`src/design/bust_pkg.sv`:
```
// Package with the types and constants of the bounded unique set table.
package bust_pkg;

  // Default configuration of the table.
  localparam int unsigned CAPACITY_DEF  = 64;
  localparam int unsigned KEY_WIDTH_DEF = 32;

  // Input beat layout: command in the low bits, then the key.
  localparam int unsigned CMD_W       = 2;
  localparam int unsigned KEY_FIELD_W = 32;
  localparam int unsigned IN_TDATA_W  = ((CMD_W + KEY_FIELD_W + 7) / 8) * 8;

  typedef enum logic [CMD_W-1:0] {
    CMD_LOOKUP = 2'd0,
    CMD_INSERT = 2'd1,
    CMD_REMOVE = 2'd2,
    CMD_CLEAR  = 2'd3
  } bust_cmd_e;

  // Control broadcast from the sequencer to every cell.
  typedef struct packed {
    logic      apply;
    bust_cmd_e cmd;
    logic      present;
  } bust_ctrl_t;

endpackage

```
`src/design/bust_cell.sv`:
```
// One storage cell of the set table: holds a key and passes the scan token on.
module bust_cell #(
  parameter int unsigned CAPACITY  = bust_pkg::CAPACITY_DEF,
  parameter int unsigned KEY_WIDTH = bust_pkg::KEY_WIDTH_DEF,
  parameter int unsigned IDX       = 0,
  localparam int unsigned CntW     = $clog2(CAPACITY + 1)
) (
  input  logic                 clk_i,
  input  logic                 rst_ni,
  input  bust_pkg::bust_ctrl_t ctrl_i,
  input  logic [CntW-1:0]      count_i,
  input  logic [KEY_WIDTH-1:0] key_i,
  input  logic [KEY_WIDTH-1:0] last_key_i,
  input  logic                 tok_vld_i,
  input  logic                 hit_i,
  input  logic [KEY_WIDTH-1:0] last_i,
  output logic                 tok_vld_o,
  output logic                 hit_o,
  output logic [KEY_WIDTH-1:0] last_o
);
  import bust_pkg::*;

  localparam logic [CntW-1:0] IdxC = CntW'(IDX);

  logic [KEY_WIDTH-1:0] key_q;
  logic                 tok_vld_q;
  logic                 hit_q;
  logic                 match_q;
  logic [KEY_WIDTH-1:0] last_q;
  logic                 occupied;
  logic                 is_last;
  logic                 match_d;
  logic                 wr_ins;
  logic                 wr_rem;

  // Slot state relative to the current fill count.
  assign occupied = IdxC < count_i;
  assign is_last  = (IdxC + CntW'(1)) == count_i;
  assign match_d  = occupied && (key_q == key_i);

  // Write-back decisions taken after the scan has finished.
  assign wr_ins = ctrl_i.apply && (ctrl_i.cmd == CMD_INSERT) && !ctrl_i.present &&
                  (IdxC == count_i);
  assign wr_rem = ctrl_i.apply && (ctrl_i.cmd == CMD_REMOVE) && match_q;

  // Scan token stage: one cell per cycle.
  always_ff @(posedge clk_i or negedge rst_ni) begin
    if (!rst_ni) begin
      tok_vld_q <= 1'b0;
      hit_q     <= 1'b0;
      match_q   <= 1'b0;
    end else begin
      tok_vld_q <= tok_vld_i;
      if (tok_vld_i) begin
        hit_q   <= hit_i | match_d;
        match_q <= match_d;
      end
    end
  end

  // The token picks up the last stored key on its way down the row.
  always_ff @(posedge clk_i) begin
    if (tok_vld_i) begin
      last_q <= is_last ? key_q : last_i;
    end
  end

  // Stored key: appended on insert, overwritten by the last key on remove.
  always_ff @(posedge clk_i) begin
    if (wr_ins) begin
      key_q <= key_i;
    end else if (wr_rem) begin
      key_q <= last_key_i;
    end
  end

  assign tok_vld_o = tok_vld_q;
  assign hit_o     = hit_q;
  assign last_o    = last_q;

endmodule

```
`config.mk`:
```
export PLATFORM = sky130hd
export DESIGN_NAME = bust_cell
export DESIGN_NICKNAME = d
export VERILOG_FILES = /design/src/design/bust_pkg.sv /design/src/design/bust_cell.sv
export SDC_FILE = /design/constraint.sdc
export NUM_CORES = 1
export LEC_CHECK = 0
export ABC_AREA = 1
export BUFFER_PORTS_ARGS = -buffer_cell sky130_fd_sc_hd__buf_2
export CAP_MARGIN = 20
export CELL_PAD_IN_SITES_DETAIL_PLACEMENT = 0
export CELL_PAD_IN_SITES_GLOBAL_PLACEMENT = 1
export CORE_ASPECT_RATIO = 1.25
export CORE_UTILIZATION = 38
export DETAILED_ROUTE_END_ITERATION = 7
export GPL_TIMING_DRIVEN = 0
export PLACE_DENSITY_LB_ADDON = 0.15
export SYNTH_ARGS = -nofsm -noshare
export SYNTH_HDL_FRONTEND = slang
export SYNTH_SLANG_ARGS = --single-unit
```
`constraint.sdc`:
```
create_clock -name clk_i -period 10.1 [get_ports clk_i]
set_input_delay 0 -clock clk_i [delete_from_list [all_inputs] [get_ports clk_i]]
set_output_delay 0 -clock clk_i [all_outputs]
set_load 0.01 [all_outputs]
```
==> impl_results.md <==
- Arrival @ worst endpoint: 1.79 ns
- Simple-gate share of the synthesized area: between 15 and 20%
- Core Region: a little under 9000 µm²
- Layout Nets: 712
- # rows: 38
- Drt pass-1 iters: 4
- Worst Skew: ~0.0071 ns
- Synth area leaders: edfxtp_1 (56%), nand2_1 (14%), inv_1 (5.9%), o21ai_0 (4.2%), mux2_4 (3.5%)
- CTS Buffer Depth: 2
- Via Count: 3,231
- Hold Vio Cnt, Final: 0
- Overflow after GRT: 0
- Syn_area_per_cell: 9.40 µm²
- Synth Net Count: 476
- Antenna-violating nets left: 0
- Pwr per Cell Area: roughly 110 nW/µm²
- DIE AREA: roughly 9400 µm²
- CTS Buf Count: 9
- Number of remaining DRC errors: 0
- Routability cong.: between 0.7 and 0.8
- Yosys Warn Count: 0
- Final Setup Violations: 0
- Fin crit share: between 10% and 20%
- CTS tree: done
- Clock root cell: clkbuf_8
- Routed WL: ~9.5 mm
- Placed Cells incl. Taps: approximately 630
- Pin count of the biggest net entering global routing: 36
- GRT Util Overall: between 20% and 30%
- Peak VDD IR: around 0.052 mV
- Post-synthesis xor/xnor area fraction: 2.04%
- Vias in the first global route: ~3,200
- Yosys cell types: 21
- I/O pin total: ~150
- Area Growth Syn to Fin: 54.1%
- Top_reg_cell synth: edfxtp_1
- Fmax: approximately 0.57 GHz
- CP endpoint kind: register
- Post-synth top area share: ~56%
- Post-DR wirelength/cell: 13.1 µm
- Starting Density: between 30% and 40%
- CP Max Fanout: 12
- Detailed Place HPWL: approximately 6.5 mm
- Share of cells above drive strength 1: between 30 and 40%
- Max Cap Viol: 0
- P_leak: around 2.6 nW
- First-pass GRT wire length: roughly 15 mm
- Min-delay worst type: input pin to register
- Main combinational cell family by area after synthesis: simple AND/OR/NAND/NOR gates
- Ant. Diodes: 0
- RSZ-0062 raised after global routing: false
- Largest area contributor in the netlist: edfxtp_1
- EDFF count, synth: 64
- H-tree depth: 3
- Synth Area in Adders: 0%
- Initial antenna violation count: 0
- Die H: ~110 µm
- Sequential share of the synthesized area: between 50% and 60%
- Max-slew violations: 0
- Critical Path RT: slightly above 10 ns
- Outcome: complete, no violations
- Via/cell ratio: approximately 4.5
- WS Path Type: register to register
- Port bufs: roughly 140
- Setup TNS: 0 ns
- Synth Area in Compound Gates: under 10%
- FFs w/ async S/R, synth: ~4.5%
- Clk slew on worst S/H paths: about 0.070 ns
- Relative slew slack: roughly two fifths
- Cell Count, Final, Fillers Out: approximately 730
- Worst Tran Pin Value: between 0.8 and 0.9 ns
- Post-Syn Instances: approximately 370
- Netlist Area Pre-Place: approximately 3400 µm²
- Clock sinks: 67
- DRT iter0 DRCs: about 150
- Die width: 87.0 µm
- Yosys reg bits: 67
- Critical Path Source Type: register
- Crit path time final: around 1.7 ns
- Clk_lat worst skew: 0.34 ns
- Mux share of post-synthesis cell area: under 10%
kinds of logic (layout without fill, tap and decap cells):
family	after synthesis	count (layout)
compound gates	49	49
xor+xnor	8	8
simple gates	158	158
mux	17	17
buf+inv	66	307
flops	67	67
metrics by stage:
step | power [mW] | area, µm² | setup slack, ns | utilization, % | hold slack (ns)
2_1_floorplan | 0.350 | 3430 | 6.84 | - | -0.296
3_3_place_gp | 0.386 | 4300 | 5.24 | 49.4 | -0.204
3_5_place_dp | 0.388 | 4350 | 8.24 | 49.9 | -0.201
4_1_cts | 0.598 | 5290 | 8.30 | 60.8 | 0.00191
5_1_grt | 0.615 | 5290 | 8.23 | 60.8 | 0.0153
6_report | 0.591 | 5290 | 8.36 | 60.8 | 0.0178
final timing paths:
kind                            slack (ns)                 from             endpoint  depth (start not counted)
worst min-delay path                  0.02            key_i[10]  key_q[10]$_DFFE_PP_                          3
min in group asynchronous             0.55               rst_ni  match_q$_DFFE_PN0P_                          3
worst max register to register        8.36  match_q$_DFFE_PN0P_   key_q[3]$_DFFE_PP_                          4
max in group asynchronous             9.41               rst_ni  tok_vld_o$_DFF_PN0_                          3
worst min register to register        0.50  match_q$_DFFE_PN0P_  match_q$_DFFE_PN0P_                          2
worst max-delay path                  8.36  match_q$_DFFE_PN0P_   key_q[3]$_DFFE_PP_                          4
synth_stat cells (all sizes together) (2+ instances only):
master / number
nor3: 2
o21ai: 48
buf: 11
nor2: 16
nand2: 131
xnor2: 8
dfrtp: 3
edfxtp: 64
nand4: 2
inv: 54
mux2: 16
nand3: 7
layout by cell type (no fill, tap or decap), drive strengths merged:
| cell type | count |
|---|---|
| buf | 157 |
| clkbuf | 12 |
| clkinv | 5 |
| dfrtp | 3 |
| dlygate4sd3 | 79 |
| edfxtp | 64 |
| inv | 54 |
| mux2 | 16 |
| mux2i | 1 |
| nand2 | 131 |
| nand3 | 7 |
| nand4 | 2 |
| nor2 | 16 |
| nor3 | 2 |
| o21ai | 48 |
| o31ai | 1 |
| xnor2 | 8 |
power by group:
group	total, mW	leakage [nW]	switching (mW)	internal, mW
Sequential	0.316	0.638	0.00213	0.314
Combinational	0.0896	1.87	0.0365	0.0531
Clock	0.185	0.0773	0.0994	0.0856
Total	0.591	2.59	0.138	0.453
worst max-delay path: stages (launching register included):
cell     delay, ns
dfrtp_1       0.35
nand2_1       0.08
o31ai_4       0.59
buf_8         0.24
buf_8         0.17
flip-flops by register name (all words and copies together), names as in the netlist:
signal,count
hit_o,1
last_o,32
tok_vld_o,1
key_q,32
match_q,1
timing repair:
action | 4_1_cts | 5_1_grt
hold buffers | 79 | 0
gates resized for setup | 0 | 0
buffers inserted | 0 | 0
endpoints found under the hold margin | 68 | 0
layout make-up:
type / count / area, µm²
fill: 783 / 3410
sequential: 67 / 2000
timing repair buffer: 225 / 1540
multi-input combinational: 232 / 1180
inverter: 54 / 203
tap: 120 / 150
clock buffer: 11 / 131
buffer: 12 / 67.6
clock inverter: 5 / 20.0
layer usage:
metal	vias to the layer above	GRT usage [%]	share of wire, %
met2	107	37.0	49
met5	-	0	0
met4	0	8.57	1.9
li1	1659	-	-
met3	13	4.73	5.5
met1	1452	25.4	43
(Power assumes the default switching activity.)
